$ cat src/hdl/rsbs_pkg.sv
package rsbs_pkg;

    // Element sizing
    localparam int MaxValueBytes = 16;
    localparam int PosW          = $clog2(MaxValueBytes);
    localparam int HeldW         = PosW + 1;
    localparam int CountW        = 32;

    // Element queue between front and back (depth must be a power of two)
    localparam int QueueDepth = 2;
    localparam int QPtrW      = $clog2(QueueDepth);
    localparam int QCntW      = $clog2(QueueDepth + 1);

    // Record layouts
    localparam logic [1:0] KindScalar = 2'd0;
    localparam logic [1:0] KindVector = 2'd1;
    localparam logic [1:0] KindSparse = 2'd2;

    // Parser phases
    localparam logic [1:0] PhHead  = 2'd0;
    localparam logic [1:0] PhIndex = 2'd1;
    localparam logic [1:0] PhValue = 2'd2;

    // Register select, taken from paddr[2]
    localparam logic RegContainerKind = 1'b0;
    localparam logic RegValueBytes    = 1'b1;

    localparam logic [4:0] ValueBytesReset = 5'd4;
    localparam logic [4:0] CountBytes      = 5'd4;

    typedef struct packed {
        logic [7:0] data_byte;
        logic       last_of_block;
    } in_t;

    typedef struct packed {
        logic [7:0] out_byte;
        logic       out_last;
        logic       format_error;
    } out_t;

    typedef struct packed {
        logic [1:0] container_kind;
        logic [4:0] value_bytes;
    } cfg_t;

    typedef logic [MaxValueBytes-1:0][7:0] elem_bytes_t;

    typedef struct packed {
        elem_bytes_t      bytes;
        logic [HeldW-1:0] held;
        logic             reversed;
        logic             last;
        logic             error;
    } elem_t;

    typedef struct packed {
        logic full;
        logic empty;
    } q_stat_t;

endpackage

$ cat src/hdl/rsbs_front.sv
module rsbs_front
(
    input  logic             clk,
    input  logic             rst_n,
    input  rsbs_pkg::cfg_t   cfg,
    input  logic             in_valid,
    output logic             in_stall,
    input  rsbs_pkg::in_t    in_data,
    input  rsbs_pkg::q_stat_t q_stat,
    output logic             push,
    output rsbs_pkg::elem_t  push_elem
);

    logic [1:0]                      phase_reg, phase_next;
    logic [rsbs_pkg::PosW-1:0]       pos_reg, pos_next;
    logic [rsbs_pkg::CountW-1:0]     count_reg, count_next;
    rsbs_pkg::elem_bytes_t           buf_reg, buf_next;

    logic                            accept;
    logic                            will_push;
    logic                            size_ok;
    logic                            cfg_err;
    logic [4:0]                      need;
    logic [rsbs_pkg::HeldW-1:0]      held;
    logic [rsbs_pkg::CountW-1:0]     count_word;
    logic [rsbs_pkg::CountW-1:0]     head_count;

    // Hold the byte only when it would hand an element to a full queue
    assign will_push = cfg_err || (held >= rsbs_pkg::HeldW'(need)) ||
                       in_data.last_of_block;
    assign in_stall  = q_stat.full && will_push;
    assign accept    = in_valid && !in_stall;

    assign size_ok = (cfg.value_bytes <= 5'(rsbs_pkg::MaxValueBytes)) &&
                     (cfg.value_bytes == 5'd1 || cfg.value_bytes == 5'd2 ||
                      cfg.value_bytes == 5'd4 || cfg.value_bytes == 5'd8 ||
                      cfg.value_bytes == 5'd16);
    assign cfg_err = (cfg.container_kind > rsbs_pkg::KindSparse) || !size_ok ||
                     (cfg.container_kind == rsbs_pkg::KindScalar &&
                      cfg.value_bytes == 5'd1);

    always_comb
    begin
        unique case (phase_reg)
            rsbs_pkg::PhIndex: need = rsbs_pkg::CountBytes;
            rsbs_pkg::PhValue: need = cfg.value_bytes;
            default:           need = (cfg.container_kind == rsbs_pkg::KindScalar) ?
                                      cfg.value_bytes : rsbs_pkg::CountBytes;
        endcase
    end

    always_comb
    begin
        buf_next          = buf_reg;
        buf_next[pos_reg] = in_data.data_byte;
    end

    assign held       = rsbs_pkg::HeldW'(pos_reg) + rsbs_pkg::HeldW'(1);
    // Counts arrive big-endian
    assign count_word = {buf_next[0], buf_next[1], buf_next[2], buf_next[3]};
    assign head_count = (held == rsbs_pkg::HeldW'(4)) ? count_word : '0;

    always_comb
    begin
        phase_next         = phase_reg;
        pos_next           = pos_reg;
        count_next         = count_reg;
        push               = 1'b0;
        push_elem.bytes    = buf_next;
        push_elem.held     = held;
        push_elem.reversed = 1'b1;
        push_elem.last     = in_data.last_of_block;
        push_elem.error    = 1'b0;

        if (accept)
        begin
            if (cfg_err)
            begin
                // pass the byte through flagged, and restart parsing
                push               = 1'b1;
                push_elem.bytes    = buf_reg;
                push_elem.bytes[0] = in_data.data_byte;
                push_elem.held     = rsbs_pkg::HeldW'(1);
                push_elem.reversed = 1'b0;
                push_elem.error    = 1'b1;
                phase_next         = rsbs_pkg::PhHead;
                pos_next           = '0;
                count_next         = '0;
            end
            else if (held < rsbs_pkg::HeldW'(need))
            begin
                if (in_data.last_of_block)
                begin
                    // block ends mid-element: flush in arrival order
                    push               = 1'b1;
                    push_elem.reversed = 1'b0;
                    phase_next         = rsbs_pkg::PhHead;
                    pos_next           = '0;
                    count_next         = '0;
                end
                else
                begin
                    pos_next = pos_reg + rsbs_pkg::PosW'(1);
                end
            end
            else
            begin
                push     = 1'b1;
                pos_next = '0;
                unique case (phase_reg)
                    rsbs_pkg::PhIndex:
                    begin
                        phase_next = rsbs_pkg::PhValue;
                    end
                    rsbs_pkg::PhValue:
                    begin
                        if (count_reg <= rsbs_pkg::CountW'(1))
                        begin
                            count_next = '0;
                            phase_next = rsbs_pkg::PhHead;
                        end
                        else
                        begin
                            count_next = count_reg - rsbs_pkg::CountW'(1);
                            phase_next = (cfg.container_kind == rsbs_pkg::KindSparse) ?
                                         rsbs_pkg::PhIndex : rsbs_pkg::PhValue;
                        end
                    end
                    default:
                    begin
                        if (cfg.container_kind != rsbs_pkg::KindScalar)
                        begin
                            count_next = head_count;
                            if (head_count == '0)
                                phase_next = rsbs_pkg::PhHead;
                            else
                                phase_next = (cfg.container_kind == rsbs_pkg::KindSparse) ?
                                             rsbs_pkg::PhIndex : rsbs_pkg::PhValue;
                        end
                        else
                        begin
                            phase_next = rsbs_pkg::PhHead;
                        end
                    end
                endcase
                if (in_data.last_of_block)
                begin
                    phase_next = rsbs_pkg::PhHead;
                    count_next = '0;
                end
            end
        end
    end

    always_ff @(posedge clk or negedge rst_n)
    begin
        if (!rst_n)
        begin
            phase_reg <= rsbs_pkg::PhHead;
            pos_reg   <= '0;
            count_reg <= '0;
        end
        else
        begin
            phase_reg <= phase_next;
            pos_reg   <= pos_next;
            count_reg <= count_next;
        end
    end

    always_ff @(posedge clk)
    begin
        if (accept && !cfg_err)
            buf_reg <= buf_next;
    end

endmodule

$ cat src/hdl/rsbs_queue.sv
module rsbs_queue
(
    input  logic              clk,
    input  logic              rst_n,
    input  logic              push,
    input  rsbs_pkg::elem_t   push_elem,
    input  logic              pop,
    output rsbs_pkg::elem_t   head,
    output rsbs_pkg::q_stat_t q_stat
);

    rsbs_pkg::elem_t                 mem [rsbs_pkg::QueueDepth];
    logic [rsbs_pkg::QPtrW-1:0]      wr_ptr_reg, rd_ptr_reg;
    logic [rsbs_pkg::QCntW-1:0]      cnt_reg, cnt_next;

    assign head         = mem[rd_ptr_reg];
    assign q_stat.full  = (cnt_reg == rsbs_pkg::QCntW'(rsbs_pkg::QueueDepth));
    assign q_stat.empty = (cnt_reg == '0);

    always_comb
    begin
        cnt_next = cnt_reg;
        if (push && !pop)
            cnt_next = cnt_reg + rsbs_pkg::QCntW'(1);
        else if (pop && !push)
            cnt_next = cnt_reg - rsbs_pkg::QCntW'(1);
    end

    always_ff @(posedge clk or negedge rst_n)
    begin
        if (!rst_n)
        begin
            wr_ptr_reg <= '0;
            rd_ptr_reg <= '0;
            cnt_reg    <= '0;
        end
        else
        begin
            if (push)
                wr_ptr_reg <= wr_ptr_reg + rsbs_pkg::QPtrW'(1);
            if (pop)
                rd_ptr_reg <= rd_ptr_reg + rsbs_pkg::QPtrW'(1);
            cnt_reg <= cnt_next;
        end
    end

    always_ff @(posedge clk)
    begin
        if (push)
            mem[wr_ptr_reg] <= push_elem;
    end

endmodule

$ cat src/hdl/rsbs_back.sv
module rsbs_back
(
    input  logic              clk,
    input  logic              rst_n,
    input  rsbs_pkg::elem_t   head,
    input  rsbs_pkg::q_stat_t q_stat,
    output logic              pop,
    output logic              out_valid,
    input  logic              out_stall,
    output rsbs_pkg::out_t    out_data
);

    logic [rsbs_pkg::PosW-1:0] idx_reg;
    logic [rsbs_pkg::PosW-1:0] last_idx;
    logic [rsbs_pkg::PosW-1:0] sel;
    logic                      final_byte;
    logic                      load;
    logic                      out_valid_reg;
    rsbs_pkg::out_t            out_data_reg;

    assign last_idx   = rsbs_pkg::PosW'(head.held - rsbs_pkg::HeldW'(1));
    assign sel        = head.reversed ? (last_idx - idx_reg) : idx_reg;
    assign final_byte = (idx_reg == last_idx);
    assign load       = !q_stat.empty && (!out_valid_reg || !out_stall);
    assign pop        = load && final_byte;

    assign out_valid = out_valid_reg;
    assign out_data  = out_data_reg;

    always_ff @(posedge clk or negedge rst_n)
    begin
        if (!rst_n)
        begin
            out_valid_reg <= 1'b0;
            idx_reg       <= '0;
        end
        else
        begin
            if (load)
                out_valid_reg <= 1'b1;
            else if (!out_stall)
                out_valid_reg <= 1'b0;

            if (pop)
                idx_reg <= '0;
            else if (load)
                idx_reg <= idx_reg + rsbs_pkg::PosW'(1);
        end
    end

    always_ff @(posedge clk)
    begin
        if (load)
        begin
            out_data_reg.out_byte     <= head.bytes[sel];
            out_data_reg.out_last     <= head.last && final_byte;
            out_data_reg.format_error <= head.error;
        end
    end

endmodule

$ cat src/hdl/record_stream_byte_swapper.sv
// Record stream byte swapper.
// Input channel (in_valid / in_stall / in_data) takes one byte of a grid data
// block per transaction, with last_of_block on its final byte. The block
// gathers the bytes of each element (counts, indices, values, as the layout
// in container_kind and value_bytes dictates) and, once an element is whole,
// emits it on the output channel in reversed byte order, one byte per
// transaction. A block ending inside an element flushes its bytes unreversed.
// An unsupported configuration passes each byte through with format_error set.
// Throughput: one byte per cycle on each side while out_stall is low and the
// queue has room. An element enters the queue when its final input byte is
// accepted; its bytes then leave through the single-byte output register of
// the back end, one per cycle while out_stall is low.
// A two-entry element queue parts the parser from the serialiser; the input
// stalls only while that queue is full and the offered byte would complete an
// element, end the block or pass through flagged, so a stalled receiver backs
// up into the queue and then into the input channel without losing a transaction.
// Reset clears the parser to expect a count or scalar value, empties the
// queue and drops any pending output; registers return to scalar layout with
// four-byte values. Configure over APB only while the block is idle.
module record_stream_byte_swapper
(
    input  logic           clk,
    input  logic           rst_n,
    // APB configuration port
    input  logic           psel,
    input  logic           penable,
    input  logic           pwrite,
    input  logic [2:0]     paddr,
    input  logic [31:0]    pwdata,
    output logic [31:0]    prdata,
    output logic           pready,
    // input channel
    input  logic           in_valid,
    output logic           in_stall,
    input  rsbs_pkg::in_t  in_data,
    // output channel
    output logic           out_valid,
    input  logic           out_stall,
    output rsbs_pkg::out_t out_data
);

    logic [1:0]        kind_reg;
    logic [4:0]        vb_reg;
    logic              cfg_wr;
    rsbs_pkg::cfg_t    cfg;

    logic              push;
    logic              pop;
    rsbs_pkg::elem_t   push_elem;
    rsbs_pkg::elem_t   head;
    rsbs_pkg::q_stat_t q_stat;

    // Register file: word-aligned, low address bits ignored
    assign pready = 1'b1;
    assign cfg_wr = psel && penable && pwrite;

    always_comb
    begin
        if (paddr[2] == rsbs_pkg::RegValueBytes)
            prdata = {27'd0, vb_reg};
        else
            prdata = {30'd0, kind_reg};
    end

    always_ff @(posedge clk or negedge rst_n)
    begin
        if (!rst_n)
        begin
            kind_reg <= rsbs_pkg::KindScalar;
            vb_reg   <= rsbs_pkg::ValueBytesReset;
        end
        else if (cfg_wr)
        begin
            if (paddr[2] == rsbs_pkg::RegContainerKind)
                kind_reg <= pwdata[1:0];
            else
                vb_reg <= pwdata[4:0];
        end
    end

    assign cfg.container_kind = kind_reg;
    assign cfg.value_bytes    = vb_reg;

    // Front end: gather and classify bytes, hand whole elements to the queue
    rsbs_front u_front
    (
        .clk       (clk),
        .rst_n     (rst_n),
        .cfg       (cfg),
        .in_valid  (in_valid),
        .in_stall  (in_stall),
        .in_data   (in_data),
        .q_stat    (q_stat),
        .push      (push),
        .push_elem (push_elem)
    );

    // Hold completed elements until the back end drains them
    rsbs_queue u_queue
    (
        .clk       (clk),
        .rst_n     (rst_n),
        .push      (push),
        .push_elem (push_elem),
        .pop       (pop),
        .head      (head),
        .q_stat    (q_stat)
    );

    // Back end: serialise each element one byte per transaction
    rsbs_back u_back
    (
        .clk       (clk),
        .rst_n     (rst_n),
        .head      (head),
        .q_stat    (q_stat),
        .pop       (pop),
        .out_valid (out_valid),
        .out_stall (out_stall),
        .out_data  (out_data)
    );

    // Never push into a full queue
    a_no_overflow: assert property (@(posedge clk) disable iff (!rst_n)
        q_stat.full |-> !push)
        else $error("element queue overflow");

    // Never pop an empty queue
    a_no_underflow: assert property (@(posedge clk) disable iff (!rst_n)
        q_stat.empty |-> !pop)
        else $error("element queue underflow");

    // A waiting element reaches an empty output register on the next edge
    a_output_fills: assert property (@(posedge clk) disable iff (!rst_n)
        (!q_stat.empty && !out_valid) |=> out_valid)
        else $error("output register left empty while an element waits");

endmodule

$ cat config.mk
export PLATFORM = sky130hd
export DESIGN_NAME = record_stream_byte_swapper
export DESIGN_NICKNAME = d
export VERILOG_FILES = /design/src/hdl/rsbs_pkg.sv /design/src/hdl/rsbs_front.sv /design/src/hdl/rsbs_queue.sv /design/src/hdl/rsbs_back.sv /design/src/hdl/record_stream_byte_swapper.sv
export SDC_FILE = /design/constraint.sdc
export NUM_CORES = 1
export LEC_CHECK = 0
export ABC_AREA = 1
export BUFFER_PORTS_ARGS = -buffer_cell sky130_fd_sc_hd__buf_2
export CAP_MARGIN = 20
export CORE_ASPECT_RATIO = 0.75
export CORE_MARGIN = 8
export CORE_UTILIZATION = 63
export CTS_CLUSTER_SIZE = 10
export DETAILED_ROUTE_END_ITERATION = 8
export GPL_ROUTABILITY_DRIVEN = 0
export PLACE_DENSITY = 0.83
export SKIP_CTS_REPAIR_TIMING = 1
export SLEW_MARGIN = 20
export SYNTH_ARGS = -nofsm -noshare
export SYNTH_HDL_FRONTEND = slang
export SYNTH_HIERARCHICAL = 1
export SYNTH_SLANG_ARGS = --single-unit
$ cat constraint.sdc
create_clock -name clk -period 15.9 [get_ports clk]
set_clock_uncertainty 0.1 [all_clocks]
set_input_delay 1.59 -clock clk [delete_from_list [all_inputs] [get_ports clk]]
set_output_delay 1.59 -clock clk [all_outputs]
set_load 0.1 [all_outputs]
; Word level (Yosys, flattened, before mapping)
; Memory sizes are Yosys's and may differ from the RTL's.
; Index checks and enable logic that the tools add are counted.
[word_totals]
reg_bits = 192
ramBits = 272
mem_count = 1
in_bits = 51
[memory_table]
columns = memory, words, width, read_ports, rd_clocked_by_memory_dff, wr, line_no
row1 = u_queue.mem, 2, 136, 1, 0, 1, rsbs_queue.sv:12  ; rsbs_pkg::elem_t mem [rsbs_pkg::QueueDepth];
[classes]
n_bitwise = 1
n_reduce_logical = 41
muxes = 48
add_sub_neg = 10
n_eq_ne = 14
n_lt_le_gt_ge = 8
[op_table]
columns = operator, n
row1 = $mux 32, 7
row2 = $mux 134, 1
row3 = $mux 133, 1
row4 = $bwmux 128, 1
row5 = $pmux 32 s2, 1
row6 = $bmux 8 s4, 1
row7 = $demux 8 s4, 1
row8 = $le 32x1->1 const B, 1
row9 = $logic_not 32->1, 1
row10 = $sub 32x1->32 const B, 1
row11 = $mux 4, 6
row12 = $mux 2, 10
row13 = $mux 8, 2
row14 = $logic_and 1x1->1, 13
row15 = $mux 1, 13
row16 = $eq 5x3->1 const B, 2
row17 = $lt 4x5->1 const B, 2
row18 = $mux 5, 2
row19 = $pmux 5 s2, 1
row20 = $logic_or 1x1->1, 9
row21 = $add 4x1->4 const B, 2
row22 = $logic_not 1->1, 8
row23 = $eq 2x2->1 const B, 3
row24 = $ne 3x2->1 const B, 2
row25 = other kinds (25), 31

; Longest topological paths before layout
[depth]
depth_word = 19
mapped_depth = 23

; By module
; Netlist, hierarchy kept.
[modules_own_cells]
columns = mod, area_per_inst_um2, n_inst, cells_each, seq_area_each_um2
row1 = rsbs_front, 10701.5, 1, 1526, 4794.6
row2 = rsbs_queue, 10099.7, 1, 448, 8267.9
row3 = rsbs_back, 2846.5, 1, 544, 425.4
row4 = record_stream_byte_swapper, 569.3, 1, 77, 176.4

; Worst setup path before layout
; OpenSTA, ideal clock, no wires.
[synth_timing]
path_kind = register to register
from = register u_front.phase_reg[0]
to = register u_front/buf_reg[0] (netlist name) (enable)
setup_ns = 0.772
period_less_slack_ns = 11.834
stages_incl_launch_ff = 18
path_slack_ns = 4.066
n_path_buf = 2
required_time_ns = 15.028
t_arrival_ns = 10.962
path_cell_list = dfrtp_1 -> inv_1 -> ha_1 -> inv_1 -> clkbuf_1 -> clkbuf_1 -> o21ai_0 -> nand2_1 -> ha_1 -> nand2_1 -> inv_1 -> o21bai_1 -> nand3_1 -> nor2_1 -> nand3_1 -> nand2_2 -> nand2_2 -> nor3_1
[synth_between]
elab_chain_cells = 9
[synth_rtl]
columns = element, line_no
row1 = "start, declared", rsbs_front.sv:14  ; logic [1:0] phase_reg, phase_next;
row2 = "start signal, assigned", rsbs_front.sv:159  ; phase_reg <= rsbs_pkg::PhHead;
row3 = "start signal, assigned", rsbs_front.sv:165  ; phase_reg <= phase_next;
row4 = $eq 2x2->1 or $eq 2x1->1 (tied branches), rsbs_front.sv:44  ; unique case (phase_reg)
row5 = $pmux 5 s2 *, rsbs_front.sv:44
row6 = $ge 5x5->1 *, rsbs_front.sv:29  ; assign will_push = cfg_err || (held >= rsbs_pkg::HeldW'(need)) ||
row7 = $logic_or 1x1->1 * (2 in series), rsbs_front.sv:29
row8 = $logic_and 1x1->1 *, rsbs_front.sv:31  ; assign in_stall = q_stat.full && will_push;
row9 = $logic_not 1->1 *, rsbs_front.sv:32  ; assign accept = in_valid && !in_stall;
row10 = $logic_and 1x1->1 *, rsbs_front.sv:32
row11 = $logic_and 1x1->1 *, rsbs_front.sv:173  ; if (accept && !cfg_err)
row12 = "end signal, assigned", rsbs_front.sv:174  ; buf_reg <= buf_next;
row13 = "end, declared", rsbs_front.sv:17  ; rsbs_pkg::elem_bytes_t buf_reg, buf_next;
; Mark *: on every way between the ends. The rest lies on a longest branch, timed or not.
; A chain may end at the register's enable or synchronous reset.

; Worst setup path in the final report
[layout_timing]
from = register u_front.phase_reg[0]
to = output in_stall
[layout_between]
elab_chain_cells = 6
[layout_rtl]
columns = element, line_no
row1 = $eq 2x2->1 or $eq 2x1->1 (tied branches), rsbs_front.sv:44
row2 = $pmux 5 s2 *, rsbs_front.sv:44
row3 = $ge 5x5->1 *, rsbs_front.sv:29
row4 = $logic_or 1x1->1 * (2 in series), rsbs_front.sv:29
row5 = $logic_and 1x1->1 *, rsbs_front.sv:31
row6 = "end, declared", record_stream_byte_swapper.sv:34  ; output logic in_stall,
; Marked as above.

==> flow_metrics.py <==
metrics = {
    "yosys": {
        "synth.cell_area_mm2": 0.02414,
        "yosysWarnings": 6,
        "synth.avg_cell_area_um2": 9.318,
        "syn-instance-count": 2591,
    },
    "floorplan": {
        "die_h_um": 185.5,
        "die_w_um": 242.0,
        "die_area_mm2": 0.04491,
        "rows": 62,
        "initial_core_util_pct": 63.51,
        "fp.coreArea_mm2": 0.03801,
        "io_pins": 96,
    },
    "timing": {
        "relSlewSlack_pct": 25.47,
        "finalCritPeriodShare_pct": 35.58,
        "worst_hold_slack_ns": 0.4030,
        "rsz0062_at_grt": "false",
        "hold_violations": 0,
        "tightest_slew_ns": 1.118,
        "fmax_mhz": 176.7,
        "min_period_ns": 5.658,
        "finalMaxSlewViolations": 0,
        "setup_slack_ns": 10.24,
        "finalSetupTns_ns": 0,
        "setup_viol": 0,
    },
    "clock_tree": {
        "cts_tree": "built",
        "cts-root-buf": "clkbuf_16",
        "cts_max_path_buffers": 3,
        "htreeDepth": 2,
        "clk_pin_slew_ns": 0.06,
        "cts.sinks": 462,
        "insertion_delay_ns": 0.61,
        "numCtsBuffers": 52,
    },
    "placed_design": {
        "portBuffers": 38,
        "post-place-ws_ns": 10.32,
        "place_inst": 3038,
        "dp_hpwl_um": 35820,
    },
    "critical_path": {
        "worstPathRequired_ns": 14.21,
        "timing.rr.start": "u_front/phase_reg[0]",
        "endpoint_kind": "output port",
        "path_max_fanout": 30,
        "reg2reg_depth": 20,
        "startpoint": "u_front/phase_reg[0]",
        "critPathKind": "flop to output port",
        "reg2reg_to": "u_queue/mem[0][130]",
        "start_kind": "flop",
        "ff2ff_setup_slack_ns": 10.36,
        "arrival_ns": 3.97,
    },
    "detailed_routing": {
        "wl_um": 60260,
        "vias": 18470,
        "drt_iter0_drc": 3106,
        "drc_errors": 0,
        "drtAntennaViolNets": 0,
        "dr.pass1.iters": 6,
        "wire_per_inst_um": 19.33,
        "via_per_inst": 5.922,
    },
    "cells_and_area": {
        "synthToLayoutAreaGrowth_pct": 6.530,
        "drive_above_1_share_pct": 10.71,
        "largest_reg_flops": 270,
        "fillers": 2690,
        "final_cells": 3118,
        "fin_nets": 2653,
        "antenna_cells": 0,
    },
    "power": {
        "peakVddDrop_uv": 164.1,
        "finalPower_uw": 5172,
        "power.density_mw_per_mm2": 201.1,
        "leakage_uw": 0.01148,
    },
    "grt": {
        "grt_pass1_wl_um": 93480,
        "grt_overflow": 0,
        "grt_max_degree": 175,
        "use_met1_pct": 35.05,
        "grt-busiest-layer": "met2",
        "grt_pass1_vias": 17660,
        "antenna_found_initial": 0,
        "met2_usage_pct": 42.10,
        "grtUsageTotal_pct": 26.05,
        "grt_use_met3_pct": 5.635,
    },
    "min_path": {
        "min_path_type": "flop to flop",
        "min-delay-start": "u_back/out_valid",
        "whs_path_depth": 2,
        "hold_end": "u_back/out_valid",
    },
    "run_status": {
        "status": "completed",
    },
    "run": {
        "cap_viol_max_count": 0,
    },
}
==> how the worst max path moves through the flow <==
stage | cells past startpoint | end | slack (ns)
2_1_floorplan | 17 | u_front/buf_reg[0] | 4.07
5_1_grt | 20 | u_queue/mem[0][135] | 9.99
4_1_cts | 19 | u_queue/mem[0][130] | 10.27
3_3_place_gp | 19 | u_queue/mem[0][131] | 10.41
3_5_place_dp | 19 | u_queue/mem[0][132] | 10.32
6_report | 15 | in_stall | 10.24
==> per-stage QoR <==
stage	util [%]	instance area [um^2]
5_1_grt	67.66	25720
6_report	67.66	25720
4_1_cts	67.53	25670
3_5_place_dp	63.74	24230
3_3_place_gp	63.73	24220
2_1_floorplan	-	24240
==> area by class of cell <==
| cell class | instances | area [um^2] | share of cell area (%) |
|---|---|---|---|
| inverter | 290 | 1094 | 4.252 |
| clock buffer | 73 | 1390 | 5.405 |
| sequential | 462 | 13610 | 52.91 |
| timing repair buffer | 56 | 370.4 | 1.440 |
| multi-input combinational | 1720 | 8563 | 33.30 |
| clock inverter | 5 | 52.55 | 0.2043 |
| tap | 512 | 640.6 | 2.491 |
==> worst max-delay path: stages, from the launching register on <==
cell     delay [ns]
dfrtp_1        0.40
inv_1          0.07
ha_1           0.51
inv_1          0.58
o21ai_0        0.31
nand2_1        0.08
ha_1           0.29
nand2_1        0.06
nor2_1         0.14
nand2_1        0.06
nand3_1        0.13
nor2_1         0.07
nand3_1        0.10
nand2_2        0.08
inv_1          0.07
buf_2          0.42
==> routing by layer <==
layer	share of wire, %	routed length (um)
met1	39	23490
met2	46	27780
met3	12	7356
met4	2.7	1631
met5	0	0
==> cell usage in the layout (no fill, tap or decap), types with 3 or more instances in the layout <==
| cell type | count |
|---|---|
| a21oi_1 | 36 |
| buf_2 | 38 |
| buf_4 | 15 |
| clkbuf_1 | 20 |
| clkbuf_16 | 52 |
| clkinv_1 | 3 |
| conb_1 | 28 |
| dfrtp_1 | 52 |
| edfxtp_1 | 408 |
| ha_1 | 19 |
| inv_1 | 283 |
| inv_2 | 5 |
| mux2_2 | 135 |
| nand2_1 | 906 |
| nand2_2 | 9 |
| nand3_1 | 232 |
| nand3b_1 | 11 |
| nand4_1 | 11 |
| nor2_1 | 124 |
| nor2_2 | 3 |
| nor2_4 | 4 |
| nor3_1 | 4 |
| o21a_1 | 8 |
| o21ai_0 | 107 |
| o21ai_1 | 40 |
| xnor2_1 | 10 |
| xor2_1 | 21 |
==> where the power goes <==
| part | total, uW | switching [uW] | internal (uW) |
|---|---|---|---|
| clock | 1060 | 461 | 601 |
| combinational | 2200 | 1580 | 615 |
| sequential | 1910 | 121 | 1790 |
Power figures use the tool's default switching activity.
